`src/hw/rtl/ssort_pkg.sv`:
```
// ----------------------------------------------------------------------------
// ssort_pkg
// Shared types for the small stable sorter: controller states and the
// command and status groups between controller and datapath.
// ----------------------------------------------------------------------------
package ssort_pkg;

	typedef enum logic {
		ST_LOAD,
		ST_EMIT
	} state_t;

	typedef struct packed {
		logic insert;   // take the key on the input channel into the store
		logic emit;     // move the lowest held key into the output register
	} ctrl_cmd_t;

	typedef struct packed {
		logic last_beat; // one key left in the store
	} dp_stat_t;

endpackage

```
`src/hw/rtl/ssort_dp.sv`:
```
// ----------------------------------------------------------------------------
// ssort_dp
// Sorted register cells with parallel compare-and-shift insertion, fill
// count, overflow flag, compare mode register and the output register.
// ----------------------------------------------------------------------------
module ssort_dp #(
	parameter int MAX_ITEMS = 32,
	parameter int KEY_WIDTH = 32
) (
	input  logic                 clk,
	input  logic                 arst_n,
	input  ssort_pkg::ctrl_cmd_t cmd,
	output ssort_pkg::dp_stat_t  stat,
	input  logic                 cfg_valid,
	output logic                 cfg_ready,
	input  logic                 cfg_data,
	input  logic [31:0]          key_value,
	output logic [31:0]          sorted_value,
	output logic                 last_out,
	output logic                 overflow
);
	import ssort_pkg::*;

	localparam int CNT_W = $clog2(MAX_ITEMS + 1);

	logic [KEY_WIDTH-1:0]    cell_q [MAX_ITEMS];
	logic [KEY_WIDTH-1:0]    cell_d [MAX_ITEMS];
	logic [MAX_ITEMS-1:0]    gt;
	logic [CNT_W-1:0]        fill_q;
	logic                    dropped_q;
	logic                    signed_q;
	logic                    full;
	logic [KEY_WIDTH+31:0]   key_ext;
	logic [KEY_WIDTH-1:0]    key;
	logic [KEY_WIDTH+31:0]   out_ext;
	logic [31:0]             sorted_q;
	logic                    last_q;
	logic                    overflow_q;

	function automatic logic key_gt(input logic [KEY_WIDTH-1:0] a,
		input logic [KEY_WIDTH-1:0] b, input logic sgn);
		logic [KEY_WIDTH-1:0] flip;
		flip = KEY_WIDTH'(sgn) << (KEY_WIDTH - 1);
		return (a ^ flip) > (b ^ flip);
	endfunction

	// zero extend or truncate the 32-bit port to the key width
	assign key_ext = {{KEY_WIDTH{1'b0}}, key_value};
	assign key     = key_ext[KEY_WIDTH-1:0];
	assign full    = (fill_q == CNT_W'(MAX_ITEMS));

	assign cfg_ready = 1'b1;

	genvar i;
	generate
		for (i = 0; i < MAX_ITEMS; i++) begin : g_cell
			assign gt[i] = (CNT_W'(i) < fill_q) && key_gt(cell_q[i], key, signed_q);

			always_comb begin
				cell_d[i] = cell_q[i];
				if (cmd.emit) begin
					// shift down so cell 0 always holds the next key out
					if (i < MAX_ITEMS - 1) begin
						cell_d[i] = cell_q[(i < MAX_ITEMS - 1) ? i + 1 : i];
					end
				end else if (cmd.insert && !full) begin
					if (gt[i] || (fill_q == CNT_W'(i))) begin
						if (i > 0) begin
							cell_d[i] = gt[(i > 0) ? i - 1 : 0] ? cell_q[(i > 0) ? i - 1 : 0] : key;
						end else begin
							cell_d[i] = key;
						end
					end
				end
			end
		end
	endgenerate

	always_ff @(posedge clk) begin
		for (int k = 0; k < MAX_ITEMS; k++) begin
			cell_q[k] <= cell_d[k];
		end
	end

	always_ff @(posedge clk or negedge arst_n) begin
		if (!arst_n) begin
			fill_q    <= '0;
			dropped_q <= 1'b0;
			signed_q  <= 1'b0;
		end else begin
			if (cfg_valid) begin
				signed_q <= cfg_data;
			end
			if (cmd.emit) begin
				fill_q <= fill_q - CNT_W'(1);
				if (stat.last_beat) begin
					dropped_q <= 1'b0;
				end
			end else if (cmd.insert) begin
				if (full) begin
					dropped_q <= 1'b1;
				end else begin
					fill_q <= fill_q + CNT_W'(1);
				end
			end
		end
	end

	assign out_ext = {32'b0, cell_q[0]};

	always_ff @(posedge clk) begin
		if (cmd.emit) begin
			sorted_q   <= out_ext[31:0];
			last_q     <= stat.last_beat;
			overflow_q <= dropped_q;
		end
	end

	assign stat.last_beat = (fill_q == CNT_W'(1));
	assign sorted_value   = sorted_q;
	assign last_out       = last_q;
	assign overflow       = overflow_q;

	a_fill_bound: assert property (@(posedge clk) disable iff (!arst_n)
		fill_q <= CNT_W'(MAX_ITEMS))
		else $error("fill count beyond capacity");

	a_emit_nonempty: assert property (@(posedge clk) disable iff (!arst_n)
		cmd.emit |-> fill_q != '0)
		else $error("emit beat from an empty store");

	a_run_clear: assert property (@(posedge clk) disable iff (!arst_n)
		cmd.emit && stat.last_beat |=> fill_q == '0 && !dropped_q)
		else $error("store not cleared after final beat");

	a_insert_count: assert property (@(posedge clk) disable iff (!arst_n)
		cmd.insert && !cmd.emit && !full |=> fill_q == $past(fill_q) + CNT_W'(1))
		else $error("insert did not advance fill count");

endmodule

```
`src/hw/rtl/ssort_ctrl.sv`:
```
// ----------------------------------------------------------------------------
// ssort_ctrl
// Load/emit sequencer: takes keys until the last one of a run, then drains
// the store into the output register one beat at a time.
// ----------------------------------------------------------------------------
module ssort_ctrl (
	input  logic                 clk,
	input  logic                 arst_n,
	input  logic                 in_valid,
	output logic                 in_ready,
	input  logic                 last_item,
	output logic                 out_valid,
	input  logic                 out_ready,
	output ssort_pkg::ctrl_cmd_t cmd,
	input  ssort_pkg::dp_stat_t  stat
);
	import ssort_pkg::*;

	state_t state_q;
	state_t state_d;
	logic   out_valid_q;
	logic   out_free;

	assign out_free = !out_valid_q || out_ready;

	always_comb begin
		state_d = state_q;
		case (state_q)
			ST_LOAD: begin
				if (in_valid && last_item) begin
					state_d = ST_EMIT;
				end
			end
			ST_EMIT: begin
				if (out_free && stat.last_beat) begin
					state_d = ST_LOAD;
				end
			end
			default: state_d = ST_LOAD;
		endcase
	end

	always_comb begin
		in_ready   = 1'b0;
		cmd.insert = 1'b0;
		cmd.emit   = 1'b0;
		case (state_q)
			ST_LOAD: begin
				in_ready   = 1'b1;
				cmd.insert = in_valid;
			end
			ST_EMIT: begin
				cmd.emit = out_free;
			end
			default: begin
				in_ready = 1'b0;
			end
		endcase
	end

	always_ff @(posedge clk or negedge arst_n) begin
		if (!arst_n) begin
			state_q     <= ST_LOAD;
			out_valid_q <= 1'b0;
		end else begin
			state_q <= state_d;
			if (cmd.emit) begin
				out_valid_q <= 1'b1;
			end else if (out_ready) begin
				out_valid_q <= 1'b0;
			end
		end
	end

	assign out_valid = out_valid_q;

endmodule

```
`src/hw/rtl/small_stable_sort_top.sv`:
```
// timing: a key is taken in the cycle it is offered while loading; the first
// result is valid once the emit state has loaded the output register
// throughput: one key per cycle while loading, then one result beat per cycle
// while draining n held keys with out_ready high; no key is taken in the drain
// reset: arst_n clears state, fill count, overflow flag and compare mode;
// the key cells are not cleared
// ----------------------------------------------------------------------------
// small_stable_sort_top
// Stable insertion sorter for short runs of keys with overflow marking and
// a signed or unsigned compare mode.
// ----------------------------------------------------------------------------
module small_stable_sort_top #(
	parameter int MAX_ITEMS = 32,
	parameter int KEY_WIDTH = 32
) (
	input  logic        clk,
	input  logic        arst_n,
	input  logic        cfg_valid,
	output logic        cfg_ready,
	input  logic        cfg_data,
	input  logic        in_valid,
	output logic        in_ready,
	input  logic [31:0] key_value,
	input  logic        last_item,
	output logic        out_valid,
	input  logic        out_ready,
	output logic [31:0] sorted_value,
	output logic        last_out,
	output logic        overflow
);
	import ssort_pkg::*;

	ctrl_cmd_t cmd;
	dp_stat_t  stat;

	ssort_ctrl u_ctrl (
		.clk       (clk),
		.arst_n    (arst_n),
		.in_valid  (in_valid),
		.in_ready  (in_ready),
		.last_item (last_item),
		.out_valid (out_valid),
		.out_ready (out_ready),
		.cmd       (cmd),
		.stat      (stat)
	);

	ssort_dp #(
		.MAX_ITEMS (MAX_ITEMS),
		.KEY_WIDTH (KEY_WIDTH)
	) u_dp (
		.clk          (clk),
		.arst_n       (arst_n),
		.cmd          (cmd),
		.stat         (stat),
		.cfg_valid    (cfg_valid),
		.cfg_ready    (cfg_ready),
		.cfg_data     (cfg_data),
		.key_value    (key_value),
		.sorted_value (sorted_value),
		.last_out     (last_out),
		.overflow     (overflow)
	);

endmodule
```
`config.mk`:
```
export PLATFORM = sky130hd
export DESIGN_NAME = small_stable_sort_top
export DESIGN_NICKNAME = d
export VERILOG_FILES = /design/src/hw/rtl/ssort_pkg.sv /design/src/hw/rtl/ssort_dp.sv /design/src/hw/rtl/ssort_ctrl.sv /design/src/hw/rtl/small_stable_sort_top.sv
export SDC_FILE = /design/constraint.sdc
export NUM_CORES = 2
export LEC_CHECK = 0
export ABC_CLOCK_PERIOD_IN_PS = 13900
export BUFFER_PORTS_ARGS = -buffer_cell sky130_fd_sc_hd__buf_2
export CAP_MARGIN = 15
export CORE_MARGIN = 2
export CORE_UTILIZATION = 40
export DETAILED_ROUTE_END_ITERATION = 8
export GPL_TIMING_DRIVEN = 0
export SLEW_MARGIN = 20
export SYNTH_ARGS = -nofsm -noshare
export SYNTH_HDL_FRONTEND = slang
export SYNTH_SLANG_ARGS = --single-unit
```
`constraint.sdc`:
```
create_clock -name clk -period 13.9 [get_ports clk]
set_clock_uncertainty 0.15 [all_clocks]
set_input_delay 1.39 -clock clk [delete_from_list [all_inputs] [get_ports clk]]
set_output_delay 1.39 -clock clk [all_outputs]
set_load 0.005 [all_outputs]
```
[Word-level counts from Yosys, hierarchy flattened]
Memories as Yosys holds them, arrays and structs flattened.
Index checks and enable logic that the tools add are counted.
Storage, ports and cells
  register bits: 44
  RAM bits: 1024
  bits of input ports: 39
  output and inout port bits: 37
  logic and storage cells: 361
  memories kept: 1
Memory list
  u_dp.cell_q: depth 32, width 32, rd ports 32, clocked after Yosys merged registers in 0, write ports 32, RTL line ssort_dp.sv:26  | logic [KEY_WIDTH-1:0] cell_q [MAX_ITEMS];
Operators by class
  add/sub/neg operators: 2
  $lt $le $gt $ge: 64
  equality and inequality tests: 34
  multiplexer cells: 142
  bitwise gates (word level): 34
  reductions and logical operators: 76
Operators with widths (count)
  $mux 32: 127
  $xor 32x32->32: 33
  $gt 32x32->1: 32
  $eq 6x5->1 const B: 16
  $lt 5x6->1 const A: 16
  $eq 6x4->1 const B: 8
  $lt 4x6->1 const A: 8
  $logic_and 1x1->1: 35
  $logic_or 1x1->1: 33
  $eq 6x3->1 const B: 4
  $lt 3x6->1 const A: 4
  $mux 6: 3
  $eq 6x2->1 const B: 2
  $lt 1x6->1 const A: 2
  $lt 2x6->1 const A: 2
  $mux 1: 11
  $add 6x1->6 const B: 1
  $eq 6x1->1 const B: 1
  $eq 6x6->1 const B: 1
  $logic_not 6->1: 1
  $reduce_bool 2->1: 3
  $sub 6x1->6 const B: 1
  $reduce_and 3->1: 1
  $logic_not 1->1: 2
  other kinds (5): 5

[Logic depth before layout (Yosys ltp)]
An unclocked memory read counts as a cell.
  depth after elaboration: 8
  mapped depth: 13
  mapped depth without buffers: 9

[By module]
Synthesis repeated with hierarchy kept, for this count alone.
Unflattened totals
  cells, all modules: 6556
  area total of the unflattened synthesis: 71914.0 µm²
By module, submodules not included
  ssort_dp: instances 1, cells an instance 6547, area an instance 71817.6 µm²
  ssort_ctrl: instances 1, cells an instance 9, area an instance 96.3 µm²

[Worst setup path before layout]
Ideal clock, no wire load.
  path kind: input -> register
  from: input port key_value[31]
  to: memory u_dp.cell_q[11][0] (enable)
  library setup time: 0.425 ns
  data arrival time: 6.540 ns
  data required time: 13.325 ns
  setup slack: 6.784 ns
  cell stages on the path: 11
  path buffers: 4
  path through: clkbuf_1 > clkbuf_1 > xnor2_1 > ha_1 > nand4_1 > or4_1 > o31a_1 > buf_2 > buf_2 > a21boi_1 > o21ai_1
RTL lines
  start: declaration: RTL line small_stable_sort_top.sv:23  | input logic [31:0] key_value,
  end: declaration: RTL line ssort_dp.sv:26

==> flow_summary.yaml <==
power:
  p_leak_uw: 0.0383
  p_per_area_nw_per_um2: 273
  p_int_uw: 12400
  switching_share_pct: 48.2
  p_switching_uw: 11500
  p_comb_share_pct: 47.4
  power.share.sequential_pct: 37.4
  pwr-share-clk_pct: 15.3
  peakVddDrop_mv: 0.174
die:
  coreArea_sq_um: 190000
  initial_core_util_pct: 40.3
  std_cell_rows: 160
  pin_count: 76
  fp.dieW_um: 441
  die_h_um: 441
  dieArea_sq_um: 195000
sta:
  fin_crit_sh_pct: 49.0
  tightest_slew_ns: 1.39
  rsz0062_at_grt: "false"
  period_minus_slack_ns: 6.81
  slew_viol_final: 0
  fmax_mhz: 147
  finalSetupViolCount: 0
  slew_headroom_pct: 7.59
  hold_viol: 0
  fin_setup_tns_ns: 0
cells_and_area:
  areaGrowthSynthToFinish_pct: 14.6
  final_area_sq_um: 87700
  fillCellCount: 17600
  multiInputGateArea_sq_um: 42500
  final_nets: 8754
  seqCellArea_sq_um: 32000
  drive_above_1_share_pct: 8.96
global_routing:
  grt_pass1_vias: 65200
  grt_antenna_before_repair: 32
  grt_pass1_wl_um: 543000
  grt_max_degree: 33
  grt_usage_pct: 41.3
  grt_overflow: 0
critical_path:
  path_max_fanout: 22
  cp-end-kind: "flip-flop"
  worstSetupStartpointType: "flip-flop"
  critical_path_required_ns: 14.30
  crit_type: "flip-flop to flip-flop"
  critical_path_arrival_ns: 7.22
synth:
  synth_warnings: 0
  synth.top_cell.area_share_pct: 41.5
  ys_seq_area_share_pct: 41.9
  synth_commonest_cells: "1158 x nand2_1, 1058 x edfxtp_1, 1028 x ha_1"
  syn_nets: 8434
  yosysTopAreaCell: "edfxtp_1"
  synth_edf_count: 1058
  synth-seq-cells: 1068
  postSynthCellCount: 7367
  avgSynthCellArea_sq_um: 10.4
  ys.flop_type: "edfxtp_1"
  synth_area_leaders: "edfxtp_1 42%, ha_1 17%, mux2i_1 13%, o21ai_1 6.4%, nand2_1 5.7%"
  async_reset_ff_share_pct: 0.936
  synth_most_common_cell: "nand2_1"
  synth_cell_types: 72
  syn_area_sq_um: 76500
clock_network:
  cts.repair.resized: 0
  cts.sinks: 1068
  clock_latency_ns: 0.82
  root_buffer: "clkbuf_16"
  hold_buffers: 0
  numCtsBuffers: 133
  cts_htree_levels: 4
  postCtsSetupRepairBufs: 0
  cts_buffer_depth: 3
  clk_pin_slew_ns: 0.06
  cts_tree: "yes"
place:
  dp_hpwl_um: 319000
  place.gp.congestion: 1.04
  port_buffers: 73
  place_area_sq_um: 83200
detailed_routing:
  vias: 70000
  wl_um: 413000
  postRouteAntennaNets: 0
  drt_iter0_markers: 11900
  drc_errors: 0
  viasPerCell: 6.78
  routedWlPerCell_um: 40.0
  dr.pass1.iters: 7
outcome:
  outcome: "finished clean"
run:
  maxCapViolCount: 0
hold_path:
  hold_class: "input pin to asynchronous set/reset pin"
[metrics by stage]
stage | hold slack (ns) | worst slack [ns] | power, uW | cells | utilization (%)
floorplan | 0.276 | 6.78 | 14300 | 7367 | -
global placement | 0.329 | -0.394 | 18900 | 9951 | 42.1
detailed placement | 0.336 | 6.74 | 19500 | 10100 | 43.8
CTS | 0.292 | 7.39 | 23200 | 10300 | 46.1
global route | 0.333 | 7.09 | 24600 | 10300 | 46.1
finish | 0.337 | 7.09 | 23900 | 10300 | 46.1
[registers in the layout (all words and copies together), names as in the netlist]
register,cells
u_dp.fill_q,6
u_ctrl.out_valid,1
u_dp.last_out,1
u_dp.cell_q,1024
u_ctrl.state_q,1
u_dp.overflow,1
u_dp.signed_q,1
u_dp.dropped_q,1
u_dp.sorted_value,32
[cells in the final DEF (no fill, tap or decap), types with 27 or more instances in the layout]
cell type / n
a21oi_1: 441
a21o_1: 102
a211oi_1: 45
clkinv_1: 27
nor2_1: 53
mux2_1: 29
edfxtp_1: 1058
buf_12: 37
clkbuf_1: 252
nand3_1: 163
mux2i_1: 960
ha_1: 1027
buf_6: 36
inv_4: 27
nand2_1: 1152
buf_16: 67
inv_1: 41
buf_2: 156
o21ai_1: 961
o211ai_1: 31
nor3_1: 44
clkbuf_16: 137
o21ai_0: 110
clkbuf_2: 88
nor4_1: 45
nor2b_1: 34
xor2_1: 34
nand4_1: 236
[cell families (layout without fill, tap and decap cells)]
kind of cell,count (synthesis),after routing,share of synthesized area (%)
muxes,993,993,13.1
and+or+nand+nor,1816,1816,10.8
AOI/OAI and AO/OA,1907,1907,14.0
xor gates and xnor gates,38,38,0.435
buffers and inverters,516,948,3.05
DFF,1068,1068,41.9
other,1,18,0.00490
adders and majority gates,1028,1028,16.8
[power groups by stage]
stage | Sequential [uW] | Combinational (uW) | Clock [uW]
final | 8930 | 11300 | 3650
after global routing | 8790 | 12100 | 3740
after CTS | 8610 | 10900 | 3630
after detailed placement | 8660 | 10900 | 0
after global placement | 8730 | 10200 | 0
after floorplan | 6980 | 7360 | 0
[final timing paths]
path	start	to	slack [ns]	depth (start not counted)
setup / recovery	u_dp.signed_q$_DFFE_PN0P_	u_dp.cell_q[26][23]$_DFFE_PP_	7.09	16
hold / removal	arst_n	u_dp.signed_q$_DFFE_PN0P_	0.34	1
setup reg to reg	u_dp.signed_q$_DFFE_PN0P_	u_dp.cell_q[26][23]$_DFFE_PP_	7.09	16
hold reg to reg	u_dp.cell_q[0][7]$_DFFE_PP_	u_dp.sorted_value[7]$_DFFE_PP_	0.35	0
max in group asynchronous	arst_n	u_dp.fill_q[4]$_DFFE_PN0P_	12.96	1
min in group clk	u_dp.cell_q[0][7]$_DFFE_PP_	u_dp.sorted_value[7]$_DFFE_PP_	0.35	0
[critical path, cell delays in order (launching register included)]
cell      delay [ns]
dfrtp_1         0.33
clkbuf_1        0.80
clkbuf_2        0.82
buf_16          0.24
xnor2_2         0.11
buf_6           0.20
buf_6           0.17
ha_1            0.35
nand4_1         0.26
nor4_1          0.79
a21oi_1         0.29
o31a_1          0.24
a31oi_2         0.48
buf_2           0.42
a21boi_0        0.35
o21ai_4         0.21
buf_16          0.27
[metal layers]
| layer | vias up | track usage [%] | routed length (um) |
|---|---|---|---|
| li1 | 28800 | - | - |
| met1 | 33900 | 51.9 | 153000 |
| met3 | 1373 | 17.2 | 62000 |
| met2 | 5873 | 56.0 | 160000 |
| met4 | 24 | 30.9 | 36900 |
| met5 | - | 0 | 250 |
[layout make-up]
class,count,area share (%)
multi-input combinational,5783,48.4
inverter,72,0.403
clock buffer,159,4.01
tap,2511,3.58
sequential,1068,36.5
timing repair buffer,185,3.48
antenna,17,0.0485
buffer,444,2.48
clock inverter,88,1.03
Note: power is estimated with default switching activity, not from simulation.
